--- src/rtl/core/rcpc_pkg.sv ---
package rcpc_pkg;

  // Item selectors
  typedef enum logic [1:0] {
    ACT_EDGE = 2'd0,
    ACT_CMD  = 2'd1,
    ACT_TICK = 2'd2
  } rcpc_act_e;

  typedef enum logic [1:0] {
    CH_STEER    = 2'd0,
    CH_THROTTLE = 2'd1,
    CH_SWITCH   = 2'd2
  } rcpc_chan_e;

  typedef enum logic [1:0] {
    MODE_LOCK   = 2'd0,
    MODE_RADIO  = 2'd1,
    MODE_SERIAL = 2'd2
  } rcpc_mode_e;

  // Configuration register indexes
  typedef enum logic [2:0] {
    CFG_STEER_MIN    = 3'd0,
    CFG_STEER_MAX    = 3'd1,
    CFG_THROTTLE_MIN = 3'd2,
    CFG_THROTTLE_MAX = 3'd3,
    CFG_LOCK_LEVEL   = 3'd4,
    CFG_RADIO_LEVEL  = 3'd5,
    CFG_SERIAL_LEVEL = 3'd6
  } rcpc_cfg_e;

  // Stage load enables of the serial scaling pipe
  typedef struct packed {
    logic s1_en;
    logic s2_en;
  } rcpc_pipe_en_t;

  // Pulse widths
  localparam logic [11:0] NEUTRAL_US      = 12'd1500;
  localparam logic [13:0] SER_NEUTRAL     = 14'd5000;
  localparam logic [13:0] SW_RESET_US     = 14'd100;
  localparam logic [31:0] SW_MIN_US       = 32'd100;
  localparam logic [31:0] SW_MAX_US       = 32'd10000;

  // Configuration reset values
  localparam logic [10:0] STEER_MIN_RST    = 11'd1000;
  localparam logic [11:0] STEER_MAX_RST    = 12'd2000;
  localparam logic [10:0] THROTTLE_MIN_RST = 11'd1200;
  localparam logic [11:0] THROTTLE_MAX_RST = 12'd2000;
  localparam logic [13:0] LOCK_LEVEL_RST   = 14'd2100;
  localparam logic [13:0] RADIO_LEVEL_RST  = 14'd1500;
  localparam logic [13:0] SERIAL_LEVEL_RST = 14'd900;

  // Serial scaling: floor(d * span / 4999). The product is biased by
  // 4096 * 4999 so the division runs on a non-negative value below 2^26.
  localparam int unsigned          SER_SPAN     = 4999;
  localparam logic [25:0]          DIVISOR      = 26'(SER_SPAN);
  localparam logic signed [27:0]   SCALE_OFFSET = 28'sd20475904;
  localparam logic [19:0]          RECIP_M      = 20'(64'd4294967296 / 64'd4999);
  // quotient minus 4096 plus neutral 1500
  localparam logic [13:0]          QUOT_BIAS    = 14'd2596;
  localparam logic [13:0]          QUOT_TOP     = 14'd6691;

endpackage

--- src/rtl/core/rcpc_scale.sv ---
module rcpc_scale (
  input  logic                  clk_i,
  input  rcpc_pkg::rcpc_pipe_en_t en_i,
  input  logic [13:0]           value_i,
  input  logic [10:0]           lo_i,
  input  logic [11:0]           hi_i,
  output logic [11:0]           pulse_o
);
  import rcpc_pkg::*;

  logic signed [14:0] diff;
  logic signed [12:0] span;
  logic signed [27:0] prod;
  logic signed [27:0] biased;
  logic [25:0]        u_q;
  logic [45:0]        recip_prod;
  logic [13:0]        q0_q;
  logic [25:0]        u2_q;
  logic [25:0]        back;
  logic [25:0]        rem;
  logic [13:0]        quot;
  logic [13:0]        quot_off;

  // Stage 1: signed product around neutral, biased positive
  always_comb begin
    diff = $signed({1'b0, value_i}) - $signed({1'b0, SER_NEUTRAL});
    if (!diff[14]) begin
      span = $signed({1'b0, hi_i}) - $signed({1'b0, NEUTRAL_US});
    end else begin
      span = $signed({1'b0, NEUTRAL_US}) - $signed({2'b00, lo_i});
    end
    prod   = diff * span;
    biased = prod + SCALE_OFFSET;
  end

  always_ff @(posedge clk_i) begin
    if (en_i.s1_en) begin
      u_q <= biased[25:0];
    end
  end

  // Stage 2: reciprocal estimate, low by at most one
  assign recip_prod = 46'(u_q) * 46'(RECIP_M);

  always_ff @(posedge clk_i) begin
    if (en_i.s2_en) begin
      q0_q <= recip_prod[45:32];
      u2_q <= u_q;
    end
  end

  // Correction, unbias and saturation
  always_comb begin
    back     = 26'(q0_q) * DIVISOR;
    rem      = u2_q - back;
    quot     = (rem >= DIVISOR) ? q0_q + 14'd1 : q0_q;
    quot_off = quot - QUOT_BIAS;
    if (quot < QUOT_BIAS) begin
      pulse_o = 12'd0;
    end else if (quot > QUOT_TOP) begin
      pulse_o = 12'd4095;
    end else begin
      pulse_o = quot_off[11:0];
    end
  end

endmodule

--- src/rtl/core/rc_pulse_capture_mode_select.sv ---
// Channel  Direction  Handshake                 Payload
// in       input      in_valid_i / in_ready_o   action, channel, time_us, cmd_steer, cmd_throttle
// out      output     out_valid_o / out_ready_i mode, steer_pulse_us, throttle_pulse_us
// cfg      input      cfg_we_i (no wait)        cfg_idx_i, cfg_wdata_i
//
// One item per cycle while the input is not stalled. Edges and serial commands
// update state in the cycle after they are taken into the input register; a
// tick passes from the input register through the product, reciprocal estimate
// and output registers, in that order, to the output. Reset is asynchronous
// and needs no clearing pass. A stalled output lets the pipe fill behind it;
// the input stalls only when every tick stage holds an item.
module rc_pulse_capture_mode_select (
  input  logic        clk_i,
  input  logic        rst_ni,
  input  logic        in_valid_i,
  output logic        in_ready_o,
  input  logic [1:0]  action_i,
  input  logic [1:0]  channel_i,
  input  logic [31:0] time_us_i,
  input  logic [13:0] cmd_steer_i,
  input  logic [13:0] cmd_throttle_i,
  output logic        out_valid_o,
  input  logic        out_ready_i,
  output logic [1:0]  mode_o,
  output logic [11:0] steer_pulse_us_o,
  output logic [11:0] throttle_pulse_us_o,
  input  logic        cfg_we_i,
  input  logic [2:0]  cfg_idx_i,
  input  logic [13:0] cfg_wdata_i
);
  import rcpc_pkg::*;

  // Configuration
  logic [10:0] steer_min_q, throttle_min_q;
  logic [11:0] steer_max_q, throttle_max_q;
  logic [13:0] lock_level_q, radio_level_q, serial_level_q;

  // Input register
  logic        s0_v_q;
  logic [1:0]  s0_act_q, s0_ch_q;
  logic [31:0] s0_time_q;
  logic [13:0] s0_cs_q, s0_ct_q;

  // Block state
  logic [31:0] last_q [3];
  logic [31:0] last_d [3];
  logic [11:0] steer_w_q, steer_w_d, thr_w_q, thr_w_d;
  logic [13:0] sw_w_q, sw_w_d;
  rcpc_mode_e  mode_q, mode_d;
  logic [13:0] ser_steer_q, ser_steer_d, ser_thr_q, ser_thr_d;

  // Tick pipe
  logic        s1_v_q, s2_v_q, out_v_q;
  rcpc_mode_e  s1_mode_q, s2_mode_q, out_mode_q;
  logic [11:0] s1_steer_q, s1_thr_q, s2_steer_q, s2_thr_q;
  logic [11:0] out_steer_q, out_thr_q;
  logic [11:0] steer_scaled, thr_scaled;
  logic [11:0] tick_steer, tick_thr;

  logic          out_load, s2_load, s1_free, s1_load, s0_adv, s0_is_tick;
  rcpc_pipe_en_t pipe_en;

  // Edge decode
  logic [31:0] last_sel, iv;
  logic        ch_ok, edge_ok;
  logic [13:0] dl, dr, ds;

  // Handshake and stage enables
  always_comb begin
    s0_is_tick = (s0_act_q == ACT_TICK);
    out_load   = s2_v_q && (!out_v_q || out_ready_i);
    s2_load    = s1_v_q && (!s2_v_q || out_load);
    s1_free    = !s1_v_q || s2_load;
    s0_adv     = s0_v_q && (!s0_is_tick || s1_free);
    s1_load    = s0_adv && s0_is_tick;
    in_ready_o = !s0_v_q || s0_adv;
    pipe_en.s1_en = s1_load;
    pipe_en.s2_en = s2_load;
  end

  // Configuration writes
  always_ff @(posedge clk_i or negedge rst_ni) begin
    if (!rst_ni) begin
      steer_min_q    <= STEER_MIN_RST;
      steer_max_q    <= STEER_MAX_RST;
      throttle_min_q <= THROTTLE_MIN_RST;
      throttle_max_q <= THROTTLE_MAX_RST;
      lock_level_q   <= LOCK_LEVEL_RST;
      radio_level_q  <= RADIO_LEVEL_RST;
      serial_level_q <= SERIAL_LEVEL_RST;
    end else if (cfg_we_i) begin
      unique case (cfg_idx_i)
        CFG_STEER_MIN:    steer_min_q    <= cfg_wdata_i[10:0];
        CFG_STEER_MAX:    steer_max_q    <= cfg_wdata_i[11:0];
        CFG_THROTTLE_MIN: throttle_min_q <= cfg_wdata_i[10:0];
        CFG_THROTTLE_MAX: throttle_max_q <= cfg_wdata_i[11:0];
        CFG_LOCK_LEVEL:   lock_level_q   <= cfg_wdata_i;
        CFG_RADIO_LEVEL:  radio_level_q  <= cfg_wdata_i;
        CFG_SERIAL_LEVEL: serial_level_q <= cfg_wdata_i;
        default: ;
      endcase
    end
  end

  // Input register
  always_ff @(posedge clk_i or negedge rst_ni) begin
    if (!rst_ni) begin
      s0_v_q <= 1'b0;
    end else if (in_ready_o) begin
      s0_v_q <= in_valid_i;
    end
  end

  always_ff @(posedge clk_i) begin
    if (in_ready_o && in_valid_i) begin
      s0_act_q  <= action_i;
      s0_ch_q   <= channel_i;
      s0_time_q <= time_us_i;
      s0_cs_q   <= cmd_steer_i;
      s0_ct_q   <= cmd_throttle_i;
    end
  end

  // Edge timing, mode choice and serial commands
  always_comb begin
    unique case (s0_ch_q)
      CH_STEER:    last_sel = last_q[0];
      CH_THROTTLE: last_sel = last_q[1];
      CH_SWITCH:   last_sel = last_q[2];
      default:     last_sel = '0;
    endcase
    ch_ok   = (s0_ch_q == CH_STEER) || (s0_ch_q == CH_THROTTLE) || (s0_ch_q == CH_SWITCH);
    edge_ok = s0_adv && (s0_act_q == ACT_EDGE) && ch_ok && (s0_time_q > last_sel);
    iv      = s0_time_q - last_sel;

    for (int i = 0; i < 3; i++) begin
      last_d[i] = (edge_ok && s0_ch_q == 2'(i)) ? s0_time_q : last_q[i];
    end

    steer_w_d   = steer_w_q;
    thr_w_d     = thr_w_q;
    sw_w_d      = sw_w_q;
    mode_d      = mode_q;
    ser_steer_d = ser_steer_q;
    ser_thr_d   = ser_thr_q;

    if (edge_ok && s0_ch_q == CH_STEER) begin
      if (iv[15:0] >= {5'd0, steer_min_q} && iv[15:0] <= {4'd0, steer_max_q}) begin
        steer_w_d = iv[11:0];
      end
    end
    if (edge_ok && s0_ch_q == CH_THROTTLE) begin
      if (iv[15:0] >= {5'd0, throttle_min_q} && iv[15:0] <= {4'd0, throttle_max_q}) begin
        thr_w_d = iv[11:0];
      end
    end

    if (edge_ok && s0_ch_q == CH_SWITCH && iv >= SW_MIN_US && iv <= SW_MAX_US) begin
      sw_w_d = iv[13:0];
    end
    dl = (sw_w_d > lock_level_q)   ? sw_w_d - lock_level_q   : lock_level_q - sw_w_d;
    dr = (sw_w_d > radio_level_q)  ? sw_w_d - radio_level_q  : radio_level_q - sw_w_d;
    ds = (sw_w_d > serial_level_q) ? sw_w_d - serial_level_q : serial_level_q - sw_w_d;

    // Nearest level wins; radio first on ties, then serial
    if (edge_ok && s0_ch_q == CH_SWITCH) begin
      priority if (dr <= dl && dr <= ds) begin
        mode_d = MODE_RADIO;
      end else if (ds <= dl && ds <= dr) begin
        if (mode_q != MODE_SERIAL) begin
          ser_steer_d = SER_NEUTRAL;
          ser_thr_d   = SER_NEUTRAL;
        end
        mode_d = MODE_SERIAL;
      end else begin
        mode_d = MODE_LOCK;
      end
    end

    // Serial command, all-zero ignored
    if (s0_adv && s0_act_q == ACT_CMD && (s0_cs_q != '0 || s0_ct_q != '0)) begin
      ser_steer_d = s0_cs_q;
      ser_thr_d   = s0_ct_q;
    end
  end

  always_ff @(posedge clk_i or negedge rst_ni) begin
    if (!rst_ni) begin
      last_q[0]   <= '0;
      last_q[1]   <= '0;
      last_q[2]   <= '0;
      steer_w_q   <= NEUTRAL_US;
      thr_w_q     <= NEUTRAL_US;
      sw_w_q      <= SW_RESET_US;
      mode_q      <= MODE_LOCK;
      ser_steer_q <= SER_NEUTRAL;
      ser_thr_q   <= SER_NEUTRAL;
    end else begin
      last_q      <= last_d;
      steer_w_q   <= steer_w_d;
      thr_w_q     <= thr_w_d;
      sw_w_q      <= sw_w_d;
      mode_q      <= mode_d;
      ser_steer_q <= ser_steer_d;
      ser_thr_q   <= ser_thr_d;
    end
  end

  // Tick: radio passes widths, lock gives neutral; serial filled in at the end
  assign tick_steer = (mode_q == MODE_RADIO) ? steer_w_q : NEUTRAL_US;
  assign tick_thr   = (mode_q == MODE_RADIO) ? thr_w_q   : NEUTRAL_US;

  rcpc_scale u_scale_steer (
    .clk_i   (clk_i),
    .en_i    (pipe_en),
    .value_i (ser_steer_q),
    .lo_i    (steer_min_q),
    .hi_i    (steer_max_q),
    .pulse_o (steer_scaled)
  );

  rcpc_scale u_scale_thr (
    .clk_i   (clk_i),
    .en_i    (pipe_en),
    .value_i (ser_thr_q),
    .lo_i    (throttle_min_q),
    .hi_i    (throttle_max_q),
    .pulse_o (thr_scaled)
  );

  // Tick pipe valids
  always_ff @(posedge clk_i or negedge rst_ni) begin
    if (!rst_ni) begin
      s1_v_q  <= 1'b0;
      s2_v_q  <= 1'b0;
      out_v_q <= 1'b0;
    end else begin
      if (s1_load) begin
        s1_v_q <= 1'b1;
      end else if (s2_load) begin
        s1_v_q <= 1'b0;
      end
      if (s2_load) begin
        s2_v_q <= 1'b1;
      end else if (out_load) begin
        s2_v_q <= 1'b0;
      end
      if (out_load) begin
        out_v_q <= 1'b1;
      end else if (out_ready_i) begin
        out_v_q <= 1'b0;
      end
    end
  end

  // Tick pipe payload
  always_ff @(posedge clk_i) begin
    if (s1_load) begin
      s1_mode_q  <= mode_q;
      s1_steer_q <= tick_steer;
      s1_thr_q   <= tick_thr;
    end
    if (s2_load) begin
      s2_mode_q  <= s1_mode_q;
      s2_steer_q <= s1_steer_q;
      s2_thr_q   <= s1_thr_q;
    end
    if (out_load) begin
      out_mode_q  <= s2_mode_q;
      out_steer_q <= (s2_mode_q == MODE_SERIAL) ? steer_scaled : s2_steer_q;
      out_thr_q   <= (s2_mode_q == MODE_SERIAL) ? thr_scaled   : s2_thr_q;
    end
  end

  assign out_valid_o         = out_v_q;
  assign mode_o              = out_mode_q;
  assign steer_pulse_us_o    = out_steer_q;
  assign throttle_pulse_us_o = out_thr_q;

endmodule

--- config.mk ---
export PLATFORM = sky130hd
export DESIGN_NAME = rc_pulse_capture_mode_select
export DESIGN_NICKNAME = d
export VERILOG_FILES = /design/src/rtl/core/rcpc_pkg.sv /design/src/rtl/core/rcpc_scale.sv /design/src/rtl/core/rc_pulse_capture_mode_select.sv
export SDC_FILE = /design/constraint.sdc
export NUM_CORES = 2
export LEC_CHECK = 0
export BUFFER_PORTS_ARGS = -buffer_cell sky130_fd_sc_hd__buf_4
export CAP_MARGIN = 10
export CORE_MARGIN = 2
export CORE_UTILIZATION = 40
export DETAILED_ROUTE_END_ITERATION = 7
export PLACE_DENSITY_LB_ADDON = 0.25
export SLEW_MARGIN = 20
export SYNTH_ARGS = -nofsm -noshare
export SYNTH_HDL_FRONTEND = slang
export SYNTH_SLANG_ARGS = --single-unit
--- constraint.sdc ---
create_clock -name clk_i -period 11 [get_ports clk_i]
set_input_delay 1.1 -clock clk_i [delete_from_list [all_inputs] [get_ports clk_i]]
set_output_delay 1.1 -clock clk_i [all_outputs]
set_load 0.005 [all_outputs]
==> results.txt <==
----------------------------------------------------
[GRT]
  Overflow left after global routing ... 0
  Antenna violations before repair ... 3
  Via count of the first global-routing pass ... 49419
  Met1 Use GR ... 27.0%
  Met3 GRT Util ... 2.54%
  GRT Overall Usage ... 19.8%
  Met2 demand-to-capacity share in global routing ... 33.1%
  Largest net degree at the start of global routing ... 79
  Busiest metal layer after global routing ... met2
  Global-route wire length before repair ... 272000 um

[STA]
  Worst slew margin ... 26.7%
  Worst-case clock skew ... 44.9 ps
  Crit share post-route ... 95.7%
  Final Hold Fails ... 0
  Count of pins over their slew limit ... 0
  Fin crit period ... 10530 ps
  Final setup viols ... 0
  Minimum hold slack ... 373 ps
  Actual slew at the worst max-slew pin ... 1090 ps
  Max frequency ... 0.0950 GHz
  Setup TNS after final layout ... 0 ps

[CTS]
  CTS Root Cell ... clkbuf_16
  H-Tree Depth ... 3
  Num CTS Buffers ... 69
  Post-CTS clock slew at the launch and capture registers of the worst setup and hold paths ... 60 ps
  Clock tree from TritonCTS ... done
  Number of sinks handled by clock tree synthesis ... 530
  Total of hold buffers inserted after clock tree synthesis ... 0
  Clock insertion delay at the later pin of the skew report ... 690 ps
  Maximum buffer depth of the clock tree ... 3

[Logic synthesis]
  Primary flip-flop cell chosen by synthesis mapping ... edfxtp_1
  Number of synthesized register bits ... 530
  Average cell area after synthesis ... 10.2 um^2
  Cell area after technology mapping ... 0.0681 mm^2
  Sequential cell area fraction in the yosys report ... 21.6%
  Post-synthesis cell type count ... 94
  Synth warnings ... 0
  Number of cells produced by synthesis ... 6658
  Number of flops mapped to enable cells by yosys ... 274
  Post-Syn Nets ... 8670
  Async set-or-reset flop fraction in the synthesized netlist ... 48.3%

[Placement]
  Detailed-placement wirelength estimate ... 138000 um
  Number of port buffers ... 113
  Final RePlAce weighted congestion ... 0.906

[Worst setup path]
  Slowest CP cell ... or4_1
  Crit path arrival time ... 11120 ps
  Type of destination of the critical path ... flip-flop
  Required arrival time at the worst endpoint ... 11600 ps
  CP Max Fanout ... 14
  Launching element type of the critical path ... flip-flop
  Highest cell delay on the worst timing path ... 550 ps
  Reg2Reg Launch Point ... s0_ch_q[0]
  Source of the critical timing path ... s0_ch_q[0]
  Setup Crit Path Kind ... flip-flop to flip-flop

[Detailed routing]
  Average routed wire per standard cell ... 18.6 um
  Total Routed Length ... 169000 um
  Routed Antenna Nets ... 0
  Detailed-router iteration count before antenna repair ... 5
  Drt via density ... 5.09
  Iteration-0 DRC Markers ... 2517
  Number of vias in the routed layout ... 46361
  DRC ... 0

[Finish]
  Layout cells sized above 1 ... 9.94%
  Filler cell count ... 16126
  Synth-to-layout area growth ... 10.0%
  Final nets ... 8837

[Floorplanning]
  Boundary Pins ... 114
  Die ar. ... 0.173 mm^2
  Die outline width ... 417 um
  DIE HEIGHT ... 417 um
  # rows ... 151
  Area of the core ... 0.169 mm^2
  Initial cell density of the core ... 40.2%

[Worst hold path]
  Worst min path class ... input port to asynchronous set/reset pin

[Status]
  Run status ... finished clean

[Run]
  Count of max-cap constraint violations ... 0

----------------------------------------------------
synthesized netlist by cell type, types with 64 or more instances:
cell type  number  area [um^2]
xor2_1         84          736
nor2_1        304         1140
mux2_2        181         2040
mux2i_1        92          921
a21oi_1       252         1260
clkbuf_1      131          492
xnor2_1       206         1800
dfrtp_1       192         4800
nor2b_1        64          400
nand2b_1       90          563
inv_1        1314         4930
a21o_1        125          938
dfstp_2        64         1680
ha_1         1075        13500
edfxtp_1      274         8230
fa_1          851        17000
o21ai_0       190          951
nor3_1         80          400
nand2_1       445         1670
layer usage:
metal,vias to the layer above,part of all wire (%),wire (um)
li1,22193,-,-
met1,23105,46,78100
met2,839,47,79700
met3,222,3.7,6320
met4,2,2.9,4860
met5,-,0.0077,13
layout by cell type, fill, tap and decap left out, types with 89 or more instances in the layout:
cell type / count
buf_4: 234
dfrtp_1: 192
edfxtp_1: 274
a21oi_1: 249
ha_1: 1073
a21o_1: 125
nand2b_1: 89
nor2_1: 303
nand2_1: 444
mux2_2: 179
o21ai_0: 188
xnor2_1: 206
inv_1: 1314
mux2i_1: 90
fa_1: 851
through the flow:
step	setup slack (ps)	std cells	instance area, um^2	utilization [%]
floorplan	47.5	6658	68100	-
global placement	-138	8953	72100	42.6
detailed placement	-292	8953	72100	42.6
CTS	99.5	9081	74600	44.0
global route	-140	9100	74900	44.2
finish	475	9102	74900	44.2
timing repair:
item / in CTS / in global routing
endpoints found under the setup margin: 28 / 29
gates cloned: 0 / 2
pin swaps: 0 / 7
setup buffers: 0 / 17
gates resized for setup: 4 / 35
sequential cells by signal, indices dropped and copies added (netlist names), 26 cells and up, named ones only:
name	count
u_scale_thr.u_q	26
u_scale_steer.u2_q	26
s0_time_q	32
u_scale_steer.u_q	26
last_q	96
u_scale_thr.u2_q	26
cell type report:
cell class	count	area [um^2]	share of cell area, %
antenna	2	5.00	0.00668
clock buffer	89	1970	2.63
clock inverter	39	497	0.663
inverter	1316	4940	6.60
multi-input combinational	4666	48100	64.2
sequential	530	14700	19.6
tap	2218	2780	3.71
timing repair buffer	242	1890	2.52
critical path, delay by kind of cell (launching register included):
family,cells,cell delay [ps]
AO/OA/AOI/OAI,20,3980
AND/OR/NAND/NOR,14,2990
buffers and inverters,6,960
adder cells (fa/ha/maj),3,920
multiplexers,3,730
flip-flops,1,520
XOR/XNOR,2,320
worst paths after layout:
path	end	slack, ps	cells past startpoint
setup reg to reg	ser_thr_q[3]	470	48
hold / removal	last_q[83]	370	1
min in group clk_i	s2_steer_q[5]	420	0
hold reg to reg	s2_steer_q[5]	420	0
setup / recovery	ser_thr_q[3]	470	48
max in group asynchronous	steer_w_q[0]	8610	3
logic make-up (layout without fill, tap and decap cells):
logic type,count (synthesis),after routing,synth area share [%]
adder cells (fa/ha/maj),1926,1926,44.8
buffers and inverters,1463,1686,8.10
AND/OR/NAND/NOR,1285,1285,8.99
AO/OA/AOI/OAI,890,891,8.40
flip-flops,530,530,21.6
XOR/XNOR,290,290,3.73
multiplexers,274,274,4.37
other,0,2,0
Power is left out: the tool's default activity adds up to more than one toggle a clock period on the data nets, which glitch-free logic cannot reach.
